## config.mk

```make
export PLATFORM = sky130hd
export DESIGN_NAME = span_fill_word_mask_writer_unit
export DESIGN_NICKNAME = d
export VERILOG_FILES = /design/src/hdl/sfw_pkg.sv /design/src/hdl/sfw_clip.sv /design/src/hdl/sfw_mask_unit.sv /design/src/hdl/span_fill_word_mask_writer_unit.sv
export SDC_FILE = /design/constraint.sdc
export NUM_CORES = 1
export LEC_CHECK = 0
export ABC_AREA = 0
export BUFFER_PORTS_ARGS = -buffer_cell sky130_fd_sc_hd__buf_2
export CAP_MARGIN = 20
export CORE_ASPECT_RATIO = 0.8
export CORE_MARGIN = 2
export CORE_UTILIZATION = 40
export DETAILED_ROUTE_END_ITERATION = 7
export PLACE_DENSITY = 0.63
export SYNTH_ARGS = -nofsm -noshare
export SYNTH_HDL_FRONTEND = slang
export SYNTH_HIERARCHICAL = 1
export SYNTH_SLANG_ARGS = --single-unit
```

## constraint.sdc

```tcl
create_clock -name clk -period 4.6 [get_ports clk]
set_input_delay 0 -clock clk [delete_from_list [all_inputs] [get_ports clk]]
set_output_delay 0 -clock clk [all_outputs]
set_load 0.05 [all_outputs]
```

## src/hdl/sfw_pkg.sv

```systemverilog
// sfw_pkg: shared types and fixed constants of the span fill word writer
// no dependencies; used by sfw_clip, sfw_mask_unit and span_fill_word_mask_writer_unit
`timescale 1ns / 1ps
`default_nettype none

package sfw_pkg;

  localparam int WORD_W     = 32;
  localparam int ADDR_W     = 13;
  localparam int FIELD_W    = 16;
  localparam int SHIFT_W    = 5;
  localparam int MAX_WRITES = 40;
  localparam int COUNT_W    = $clog2(MAX_WRITES);

  localparam logic MODE_8BPP = 1'b0;
  localparam logic MODE_4BPP = 1'b1;

  // per-word control for the mask shifter
  typedef struct packed {
    logic                 head;
    logic                 tail;
    logic [SHIFT_W-1:0]   head_sh;
    logic [SHIFT_W-1:0]   tail_sh;
  } mask_ctl_t;

endpackage

`default_nettype wire

```

## src/hdl/sfw_clip.sv

```systemverilog
// sfw_clip: clips a span to the screen and flags spans that draw nothing
// depends on sfw_pkg for the field width
`timescale 1ns / 1ps
`default_nettype none

module sfw_clip #(
  parameter int SCREEN_WIDTH  = 160,
  parameter int SCREEN_HEIGHT = 160,
  parameter int COL_W         = 8
) (
  input  wire logic signed [sfw_pkg::FIELD_W-1:0] row,
  input  wire logic signed [sfw_pkg::FIELD_W-1:0] span_start,
  input  wire logic signed [sfw_pkg::FIELD_W-1:0] span_end,
  output logic                                    span_ok,
  output logic [COL_W-1:0]                        start_col,
  output logic [COL_W-1:0]                        end_col
);
  import sfw_pkg::*;

  localparam logic signed [FIELD_W-1:0] WIDTH_S  = FIELD_W'(SCREEN_WIDTH);
  localparam logic signed [FIELD_W-1:0] HEIGHT_S = FIELD_W'(SCREEN_HEIGHT);
  localparam logic [COL_W-1:0]          LAST_COL = COL_W'(SCREEN_WIDTH - 1);

  logic row_ok;
  logic on_screen;

  always_comb begin
    row_ok    = (row >= 0) && (row < HEIGHT_S);
    on_screen = (span_start < WIDTH_S) && (span_end >= 0);
    start_col = (span_start < 0) ? '0 : span_start[COL_W-1:0];
    end_col   = (span_end > WIDTH_S - 1) ? LAST_COL : span_end[COL_W-1:0];
    // reversed span after clipping draws nothing
    span_ok   = row_ok && on_screen && (start_col <= end_col);
  end

endmodule

`default_nettype wire

```

## src/hdl/sfw_mask_unit.sv

```systemverilog
// sfw_mask_unit: shared shifter building the lane mask of the current word
// depends on sfw_pkg for mask_ctl_t
`timescale 1ns / 1ps
`default_nettype none

module sfw_mask_unit (
  input  wire sfw_pkg::mask_ctl_t         ctl,
  output logic [sfw_pkg::WORD_W-1:0]      lane_mask
);
  import sfw_pkg::*;

  logic [WORD_W-1:0] head_mask;
  logic [WORD_W-1:0] tail_mask;

  always_comb begin
    head_mask = {WORD_W{1'b1}} >> ctl.head_sh;
    tail_mask = {WORD_W{1'b1}} << ctl.tail_sh;
    lane_mask = {WORD_W{1'b1}};
    if (ctl.head) begin
      lane_mask = lane_mask & head_mask;
    end
    if (ctl.tail) begin
      lane_mask = lane_mask & tail_mask;
    end
  end

endmodule

`default_nettype wire

```

## src/hdl/span_fill_word_mask_writer_unit.sv

```systemverilog
// span_fill_word_mask_writer_unit: span to masked framebuffer word writes
// depends on sfw_pkg, sfw_clip and sfw_mask_unit
//
// channel | signals                                   | direction
// in      | in_valid, in_ready, row, span_start,      | input transaction
//         | span_end, fill_value                      |
// out     | out_valid, out_ready, word_address,       | output transaction
//         | lane_mask, write_data, last_write         |
// cfg     | cfg_valid, cfg_ready, cfg_pixel_mode      | register write
//
// a span is taken in idle, then clipped with its base address formed in the check state
// (one small multiply), then written at one word per cycle, while out does not stall,
// through the shared mask shifter; a span that draws nothing returns to idle with no writes
// a stall on out holds the current word; no new span is taken until the last
// word is handed over. synchronous active-high reset clears control and mode
`timescale 1ns / 1ps
`default_nettype none

module span_fill_word_mask_writer_unit #(
  parameter int SCREEN_WIDTH  = 160,
  parameter int SCREEN_HEIGHT = 160
) (
  input  wire logic                                   clk,
  input  wire logic                                   rst,
  input  wire logic                                   in_valid,
  output logic                                        in_ready,
  input  wire logic signed [sfw_pkg::FIELD_W-1:0]     row,
  input  wire logic signed [sfw_pkg::FIELD_W-1:0]     span_start,
  input  wire logic signed [sfw_pkg::FIELD_W-1:0]     span_end,
  input  wire logic [sfw_pkg::WORD_W-1:0]             fill_value,
  output logic                                        out_valid,
  input  wire logic                                   out_ready,
  output logic [sfw_pkg::ADDR_W-1:0]                  word_address,
  output logic [sfw_pkg::WORD_W-1:0]                  lane_mask,
  output logic [sfw_pkg::WORD_W-1:0]                  write_data,
  output logic                                        last_write,
  input  wire logic                                   cfg_valid,
  output logic                                        cfg_ready,
  input  wire logic                                   cfg_pixel_mode
);
  import sfw_pkg::*;

  localparam int COL_W  = $clog2(SCREEN_WIDTH);
  localparam int ROW_W  = (SCREEN_HEIGHT > 1) ? $clog2(SCREEN_HEIGHT) : 1;
  localparam int WPR8   = (SCREEN_WIDTH + 3) / 4;
  localparam int WPR4   = (SCREEN_WIDTH + 7) / 8;
  localparam int WPR_W  = $clog2(WPR8 + 1);
  localparam int PROD_W = ROW_W + WPR_W;
  localparam int SUM_W  = ((PROD_W > COL_W) ? PROD_W : COL_W) + 1;
  localparam int AW     = (SUM_W > ADDR_W) ? SUM_W : ADDR_W;

  localparam logic [1:0] S_IDLE  = 2'd0;
  localparam logic [1:0] S_CHECK = 2'd1;
  localparam logic [1:0] S_EMIT  = 2'd2;

  logic [1:0]                state;
  logic                      pixel_mode;
  logic signed [FIELD_W-1:0] span_row;
  logic signed [FIELD_W-1:0] span_lo;
  logic signed [FIELD_W-1:0] span_hi;
  logic [WORD_W-1:0]         fill;
  logic [COL_W-1:0]          cur_word;
  logic [COL_W-1:0]          last_word;
  logic [ADDR_W-1:0]         addr;
  logic [COUNT_W-1:0]        word_count;
  logic                      at_first;
  logic [SHIFT_W-1:0]        head_sh;
  logic [SHIFT_W-1:0]        tail_sh;

  logic                      span_ok;
  logic [COL_W-1:0]          start_col;
  logic [COL_W-1:0]          end_col;
  logic [COL_W-1:0]          first_word_next;
  logic [COL_W-1:0]          last_word_next;
  logic [SHIFT_W-1:0]        head_sh_next;
  logic [SHIFT_W-1:0]        tail_sh_next;
  logic [WPR_W-1:0]          wpr;
  logic [PROD_W-1:0]         row_base;
  logic [AW-1:0]             addr_sum;
  logic                      is_last;
  mask_ctl_t                 mask_ctl;

  sfw_clip #(
    .SCREEN_WIDTH  (SCREEN_WIDTH),
    .SCREEN_HEIGHT (SCREEN_HEIGHT),
    .COL_W         (COL_W)
  ) u_clip (
    .row        (span_row),
    .span_start (span_lo),
    .span_end   (span_hi),
    .span_ok    (span_ok),
    .start_col  (start_col),
    .end_col    (end_col)
  );

  always_comb begin
    if (pixel_mode == MODE_4BPP) begin
      wpr             = WPR_W'(WPR4);
      first_word_next = start_col >> 3;
      last_word_next  = end_col >> 3;
      head_sh_next    = {start_col[2:0], 2'b00};
      tail_sh_next    = {~end_col[2:0], 2'b00};
    end else begin
      wpr             = WPR_W'(WPR8);
      first_word_next = start_col >> 2;
      last_word_next  = end_col >> 2;
      head_sh_next    = {start_col[1:0], 3'b000};
      tail_sh_next    = {~end_col[1:0], 3'b000};
    end
    row_base = PROD_W'(span_row[ROW_W-1:0]) * PROD_W'(wpr);
    addr_sum = AW'(row_base) + AW'(first_word_next);
  end

  // word cut short once the write limit is reached
  assign is_last = (cur_word == last_word) || (word_count == COUNT_W'(MAX_WRITES - 1));

  // fields in order: head, tail, head_sh, tail_sh
  assign mask_ctl = {at_first, (cur_word == last_word), head_sh, tail_sh};

  sfw_mask_unit u_mask (
    .ctl       (mask_ctl),
    .lane_mask (lane_mask)
  );

  assign in_ready     = (state == S_IDLE);
  assign out_valid    = (state == S_EMIT);
  assign cfg_ready    = 1'b1;
  assign word_address = addr;
  assign write_data   = fill;
  assign last_write   = is_last;

  always_ff @(posedge clk) begin
    if (rst) begin
      state      <= S_IDLE;
      pixel_mode <= MODE_8BPP;
    end else begin
      if (cfg_valid && cfg_ready) begin
        pixel_mode <= cfg_pixel_mode;
      end
      case (state)
        S_IDLE: begin
          if (in_valid) begin
            state <= S_CHECK;
          end
        end
        S_CHECK: begin
          state <= span_ok ? S_EMIT : S_IDLE;
        end
        S_EMIT: begin
          if (out_ready && is_last) begin
            state <= S_IDLE;
          end
        end
        default: begin
          state <= S_IDLE;
        end
      endcase
    end
  end

  always_ff @(posedge clk) begin
    if (state == S_IDLE && in_valid) begin
      span_row <= row;
      span_lo  <= span_start;
      span_hi  <= span_end;
      fill     <= fill_value;
    end
    if (state == S_CHECK) begin
      cur_word   <= first_word_next;
      last_word  <= last_word_next;
      addr       <= addr_sum[ADDR_W-1:0];
      head_sh    <= head_sh_next;
      tail_sh    <= tail_sh_next;
      word_count <= '0;
      at_first   <= 1'b1;
    end else if (state == S_EMIT && out_ready) begin
      cur_word   <= cur_word + COL_W'(1);
      addr       <= addr + ADDR_W'(1);
      word_count <= word_count + COUNT_W'(1);
      at_first   <= 1'b0;
    end
  end

`ifndef ASSERT_OFF
  a_no_overlap: assert property (@(posedge clk) disable iff (rst)
    !(in_ready && out_valid))
    else $error("span taken while words still pending");

  a_last_to_idle: assert property (@(posedge clk) disable iff (rst)
    (out_valid && out_ready && last_write) |=> in_ready)
    else $error("no return to idle after final word");

  a_write_limit: assert property (@(posedge clk) disable iff (rst)
    out_valid |-> (word_count < COUNT_W'(MAX_WRITES)))
    else $error("word write limit exceeded");

  a_first_head: assert property (@(posedge clk) disable iff (rst)
    (out_valid && out_ready) |=> !at_first)
    else $error("head mask applied past first word");
`endif

endmodule

`default_nettype wire
```

Word-level counts from Yosys, hierarchy flattened:

Cells that the tools add are included.

* register bits: 129
* output and inout port bits: 81

* $add $sub $neg: 4
* shift-type cells: 2
* reductions and logical operators: 11
* multipliers: 1
* multiplexer cells: 17
* magnitude comparators: 7
* equality and inequality tests: 6
* bitwise operators: 3

Operators with widths (count)
* $mux 32: 2
* $and 32x32->32: 1
* $ge 16x1->1 const B: 2
* $lt 16x9->1 const B: 2
* $mux 8: 4
* $shl 32x5->32 const A: 1
* $shr 32x5->32 const A: 1
* $mux 13: 2
* $gt 16x9->1 const B: 1
* $lt 16x1->1 const B: 1
* $mux 5: 3
* $add 13x1->13 const B: 1
* $add 13x6->13: 1
* $mul 8x6->13: 1
* $mux 6: 2
* $add 8x1->8 const B: 1
* $eq 8x8->1: 1
* $le 8x8->1: 1
* $logic_and 1x1->1: 7
* $add 6x1->6 const B: 1
* $eq 6x6->1 const B: 1
* $mux 2: 3
* $pmux 2 s3: 1
* $not 3->3: 1
* 9 further kinds: 9

Longest topological paths before layout:

* depth in word-level cells: 6
* depth in mapped cells: 16

Cells and area by module:

The synthesis kept the hierarchy.

By module, submodules not included
* span_fill_word_mask_writer_unit: sequential area each 3593.4 µm², area an instance 5709.2 µm², instances 1, cells an instance 414
* sfw_mask_unit: sequential area each 0.0 µm², area an instance 589.3 µm², instances 1, cells an instance 105
* sfw_clip: sequential area each 0.0 µm², area an instance 381.6 µm², instances 1, cells an instance 58

Least setup slack after synthesis:

No wires, ideal clock.

* path kind: reg-to-reg
* from: reg pixel_mode
* to: reg addr[10], in the netlist word_address[10] (data pin)
* data required time: 4.334 ns
* cell stages (with the launch flop): 16
* slack: 0.609 ns
* arrival: 3.725 ns
* buffers on the path: 2
* cell sequence: dfxtp_1 buf_4 buf_2 mux2_2 ha_1 inv_1 fa_1 inv_1 ha_1 fa_1 ha_1 a21o_1 a21oi_1 a21boi_1 o31ai_1 a211oi_2

* word-level cells in the longest chain between the ends: 4
* elaborated cells between the ends (all ways): 5

RTL lines
* start, declared: RTL line span_fill_word_mask_writer_unit.sv:57 `logic pixel_mode;`
* start signal, assigned: RTL line span_fill_word_mask_writer_unit.sv:138 `pixel_mode <= cfg_pixel_mode;`
* $mux 6: RTL line span_fill_word_mask_writer_unit.sv:97 `if (pixel_mode == MODE_4BPP) begin`
* $mul 8x6->13: RTL line span_fill_word_mask_writer_unit.sv:110 `row_base = PROD_W'(span_row[ROW_W-1:0]) * PROD_W'(wpr);`
* $add 13x6->13 *: RTL line span_fill_word_mask_writer_unit.sv:111 `addr_sum = AW'(row_base) + AW'(first_word_next);`
* $mux 13 *: RTL line span_fill_word_mask_writer_unit.sv:168 `if (state == S_CHECK) begin`
* end signal, assigned: RTL line span_fill_word_mask_writer_unit.sv:171 `addr <= addr_sum[ADDR_W-1:0];`
* end signal, assigned: RTL line span_fill_word_mask_writer_unit.sv:178 `addr <= addr + ADDR_W'(1);`
* end, declared: RTL line span_fill_word_mask_writer_unit.sv:64 `logic [ADDR_W-1:0] addr;`

Mark *: on every way between the ends. The rest lies on a longest branch, timed or not.
A chain may end at the register's enable or synchronous reset.

Worst setup path after layout:

Same ends and word-level chain as after synthesis.

==> impl_metrics.xml <==
<?xml version="1.0" encoding="UTF-8"?>
<metrics>
  <group name="yosys">
    <metric name="ys_seq_elements" unit="">123</metric>
    <metric name="synth_top_cells_by_area" unit="">edfxtp_1, ha_1, dfxtp_1</metric>
    <metric name="synth_top_flop_cell" unit="">edfxtp_1</metric>
    <metric name="syn_avg_cell_area" unit="um^2">11.6</metric>
    <metric name="post_synth_edffs" unit="">113</metric>
    <metric name="netlist_top_cells_count" unit="">edfxtp_1, ha_1, nor2_1, nand2_1, inv_1</metric>
    <metric name="sequential_to_total_area_share_from_yosys_stat" unit="">0.538</metric>
    <metric name="yosysTopAreaCellShare" unit="">0.508</metric>
    <metric name="synth-warning-count" unit="">6</metric>
    <metric name="syn-instance-count" unit="">577</metric>
    <metric name="synth_compound_gate_area_share" unit="">0.0993</metric>
    <metric name="synth_xor_area_frac" unit="">0.0406</metric>
    <metric name="yosys.area_share.adder" unit="">0.107</metric>
    <metric name="netlist-cell-type-count" unit="">67</metric>
    <metric name="synth_largest_area_cell" unit="">edfxtp_1</metric>
    <metric name="fraction_of_synthesis_flops_using_an_asynchronous_set_or_reset_pin" unit="">0</metric>
    <metric name="post-synth-top-count-cell" unit="">edfxtp_1</metric>
    <metric name="synthesis.area" unit="mm^2">0.00668</metric>
    <metric name="yosys.area_share.simple" unit="">0.148</metric>
    <metric name="dominant_combinational_cell_family_by_area_after_synthesis" unit="">simple AND/OR/NAND/NOR gates</metric>
    <metric name="share_of_cell_area_taken_by_muxes_after_synthesis" unit="">0.0275</metric>
  </group>
  <group name="drt">
    <metric name="final_antenna_net_count" unit="">0</metric>
    <metric name="pre_repair_dr_iteration_count" unit="">7</metric>
    <metric name="dr_vias" unit="">5285</metric>
    <metric name="finalWirelength" unit="mm">16.5</metric>
    <metric name="detailedRoute.firstIterationViolations" unit="">295</metric>
    <metric name="detail_route.wl_per_cell" unit="um">15.3</metric>
    <metric name="drcViolationCount" unit="">0</metric>
    <metric name="vias_per_cell" unit="">4.89</metric>
  </group>
  <group name="timing">
    <metric name="worst_clock_skew" unit="ps">8.36</metric>
    <metric name="max_freq" unit="MHz">250</metric>
    <metric name="slew_viol_final" unit="">0</metric>
    <metric name="setup_total_negative_slack" unit="ps">0</metric>
    <metric name="final_period_minus_worst_setup_slack" unit="ps">4000</metric>
    <metric name="final.setup.worst_slack" unit="ps">598</metric>
    <metric name="setup_viol" unit="">0</metric>
    <metric name="rsz0062_at_grt" unit="">no</metric>
    <metric name="holdWs" unit="ps">280</metric>
    <metric name="period_share" unit="">0.870</metric>
    <metric name="worstMarginPinSlew" unit="ps">1040</metric>
    <metric name="slew_headroom" unit="">0.308</metric>
    <metric name="hold_viol_final" unit="">0</metric>
  </group>
  <group name="floorplanning">
    <metric name="core-area" unit="mm^2">0.0164</metric>
    <metric name="dieHeight" unit="um">120</metric>
    <metric name="std_cell_rows" unit="">42</metric>
    <metric name="die_area" unit="mm^2">0.0178</metric>
    <metric name="design.portCount" unit="">167</metric>
    <metric name="floorplan.initialDensity" unit="">0.406</metric>
    <metric name="die_w" unit="um">148</metric>
  </group>
  <group name="clock_tree">
    <metric name="cts_max_path_buffers" unit="">2</metric>
    <metric name="tritoncts" unit="">built</metric>
    <metric name="post-cts-setup-buffer-count" unit="">0</metric>
    <metric name="clkTransAtPathRegs" unit="ps">60</metric>
    <metric name="cts_repair_resize_count" unit="">0</metric>
    <metric name="clk_root_buffer_cell" unit="">clkbuf_16</metric>
    <metric name="numClockSinks" unit="">123</metric>
    <metric name="htree_num_levels" unit="">4</metric>
    <metric name="cts_hold_bufs" unit="">84</metric>
    <metric name="cts_made_buffers" unit="">17</metric>
    <metric name="clock_insertion_delay_at_the_later_pin_of_the_skew_report" unit="ps">420</metric>
  </group>
  <group name="placement">
    <metric name="numPortBuffers" unit="">165</metric>
    <metric name="final_gp_congestion" unit="">0.878</metric>
    <metric name="hpwl_detailed" unit="mm">11.3</metric>
    <metric name="pre_cts_slack" unit="ps">596</metric>
    <metric name="placedInstanceArea" unit="mm^2">0.00776</metric>
  </group>
  <group name="flow_run">
    <metric name="cap_viol_max_count" unit="">0</metric>
  </group>
  <group name="hold_path">
    <metric name="worstHoldStart" unit="">fill_value[12]</metric>
    <metric name="hold_path_class" unit="">in -&gt; reg</metric>
    <metric name="worst_hold_path.num_cells" unit="">2</metric>
  </group>
  <group name="critical_path">
    <metric name="critical_path_origin" unit="">pixel_mode</metric>
    <metric name="worst_setup_path_start_kind" unit="">flip-flop</metric>
    <metric name="worstSetupEndpointType" unit="">flip-flop</metric>
    <metric name="rrSetupSlack" unit="ps">600</metric>
    <metric name="arrival_time_reported_for_the_critical_path_endpoint" unit="ps">4160</metric>
    <metric name="r2r_start" unit="">pixel_mode</metric>
    <metric name="required" unit="ps">4760</metric>
    <metric name="startpoint_to_endpoint_class_of_the_critical_path" unit="">reg -&gt; reg</metric>
    <metric name="rr_worst_depth" unit="">14</metric>
    <metric name="cp_max_fo" unit="">36</metric>
  </group>
  <group name="run_status">
    <metric name="outcome" unit="">finished, final reports clean</metric>
  </group>
  <group name="global_route">
    <metric name="overflow" unit="">0</metric>
    <metric name="via_count_of_the_first_global_routing_pass" unit="">5457</metric>
    <metric name="grt_antenna_before_repair" unit="">0</metric>
    <metric name="grt_first_pass_wirelength" unit="mm">26.6</metric>
    <metric name="grt_max_degree" unit="">81</metric>
    <metric name="global_route.usage.total" unit="">0.192</metric>
  </group>
  <group name="final_layout">
    <metric name="final_design_area_no_fill" unit="mm^2">0.00915</metric>
    <metric name="num_antenna_cells" unit="">0</metric>
    <metric name="area_growth" unit="%">36.9</metric>
    <metric name="layout-drive-gt1-share" unit="">0.268</metric>
    <metric name="layout.nets" unit="">987</metric>
    <metric name="fillerInstances" unit="">1400</metric>
  </group>
  <group name="power">
    <metric name="p_per_area" unit="mW/mm^2">352</metric>
    <metric name="power" unit="mW">3.21</metric>
    <metric name="power.leakage" unit="nW">3.88</metric>
    <metric name="peakVddDrop" unit="mV">0.290</metric>
  </group>
</metrics>
[final timing paths]
| check | end |
|---|---|
| hold / removal | write_data[12] |
| setup / recovery | word_address[10] |
| hold reg to reg | word_count[1] |
| setup reg to reg | word_address[10] |
[kinds of logic (layout without fill, tap and decap cells)]
| kind of cell | Yosys count | in the layout |
|---|---|---|
| adder cells (fa/ha/maj) | 53 | 53 |
| other | 2 | 24 |
| multiplexers | 17 | 17 |
| XOR/XNOR | 31 | 31 |
| AND/OR/NAND/NOR | 190 | 190 |
| buffers and inverters | 58 | 320 |
| flip-flops | 123 | 123 |
| AO/OA/AOI/OAI | 103 | 103 |
[cells in the final DEF (no fill, tap or decap), types with 22 or more instances in the layout]
cell type / count
buf_2: 165
a21oi_1: 33
edfxtp_1: 113
nand2_1: 43
nor2b_1: 22
o21ai_0: 24
dlygate4sd3_1: 84
conb_1: 24
ha_1: 46
nor2_1: 44
inv_1: 36
[metal layers]
| layer | global-route usage | vias up | routed length [um] |
|---|---|---|---|
| met4 | 0.0798 | 0 | 412 |
| met2 | 0.310 | 195 | 7630 |
| li1 | - | 2612 | - |
| met1 | 0.240 | 2450 | 7340 |
| met3 | 0.0608 | 28 | 1140 |
| met5 | 0 | - | 0 |
[sequential cells by signal, indices dropped and copies added, names as in the netlist, 6 cells and up]
name          count
cur_word          8
last_word         6
span_hi          16
span_lo          16
span_row         16
word_address     13
word_count        6
write_data       32
[worst max-delay path, cell delays in order (launching register included)]
cell and delay, ps:
dfxtp_1 340, buf_4 360, nor2b_1 130, ha_1 300, inv_1 50, fa_1 540, inv_1 40, ha_1 300
fa_1 430, ha_1 350, a21o_1 200, a21oi_1 220, a21boi_1 120, o31ai_1 290, a211oi_2 60
[where the power goes]
group	total, mW	switching, mW	internal, mW
Sequential	1.34	0.0364	1.30
Clock	1.22	0.522	0.700
Combinational	0.656	0.399	0.257
[final cells by class]
class | count | area [um^2] | area share
Clock buffer | 18 | 429 | 0.0469
Clock inverter | 14 | 111 | 0.0122
Inverter | 37 | 139 | 0.0152
Multi-Input combinational cell | 418 | 2920 | 0.319
Sequential cell | 123 | 3590 | 0.393
Tap cell | 220 | 275 | 0.0301
Timing Repair Buffer | 251 | 1680 | 0.184
[through the flow]
step / std cells / utilization
2_1_floorplan: 599 / -
5_1_grt: 1081 / 0.556
3_3_place_gp: 965 / 0.472
3_5_place_dp: 965 / 0.472
6_report: 1081 / 0.556
4_1_cts: 1081 / 0.556
Power figures use the tool's default switching activity.
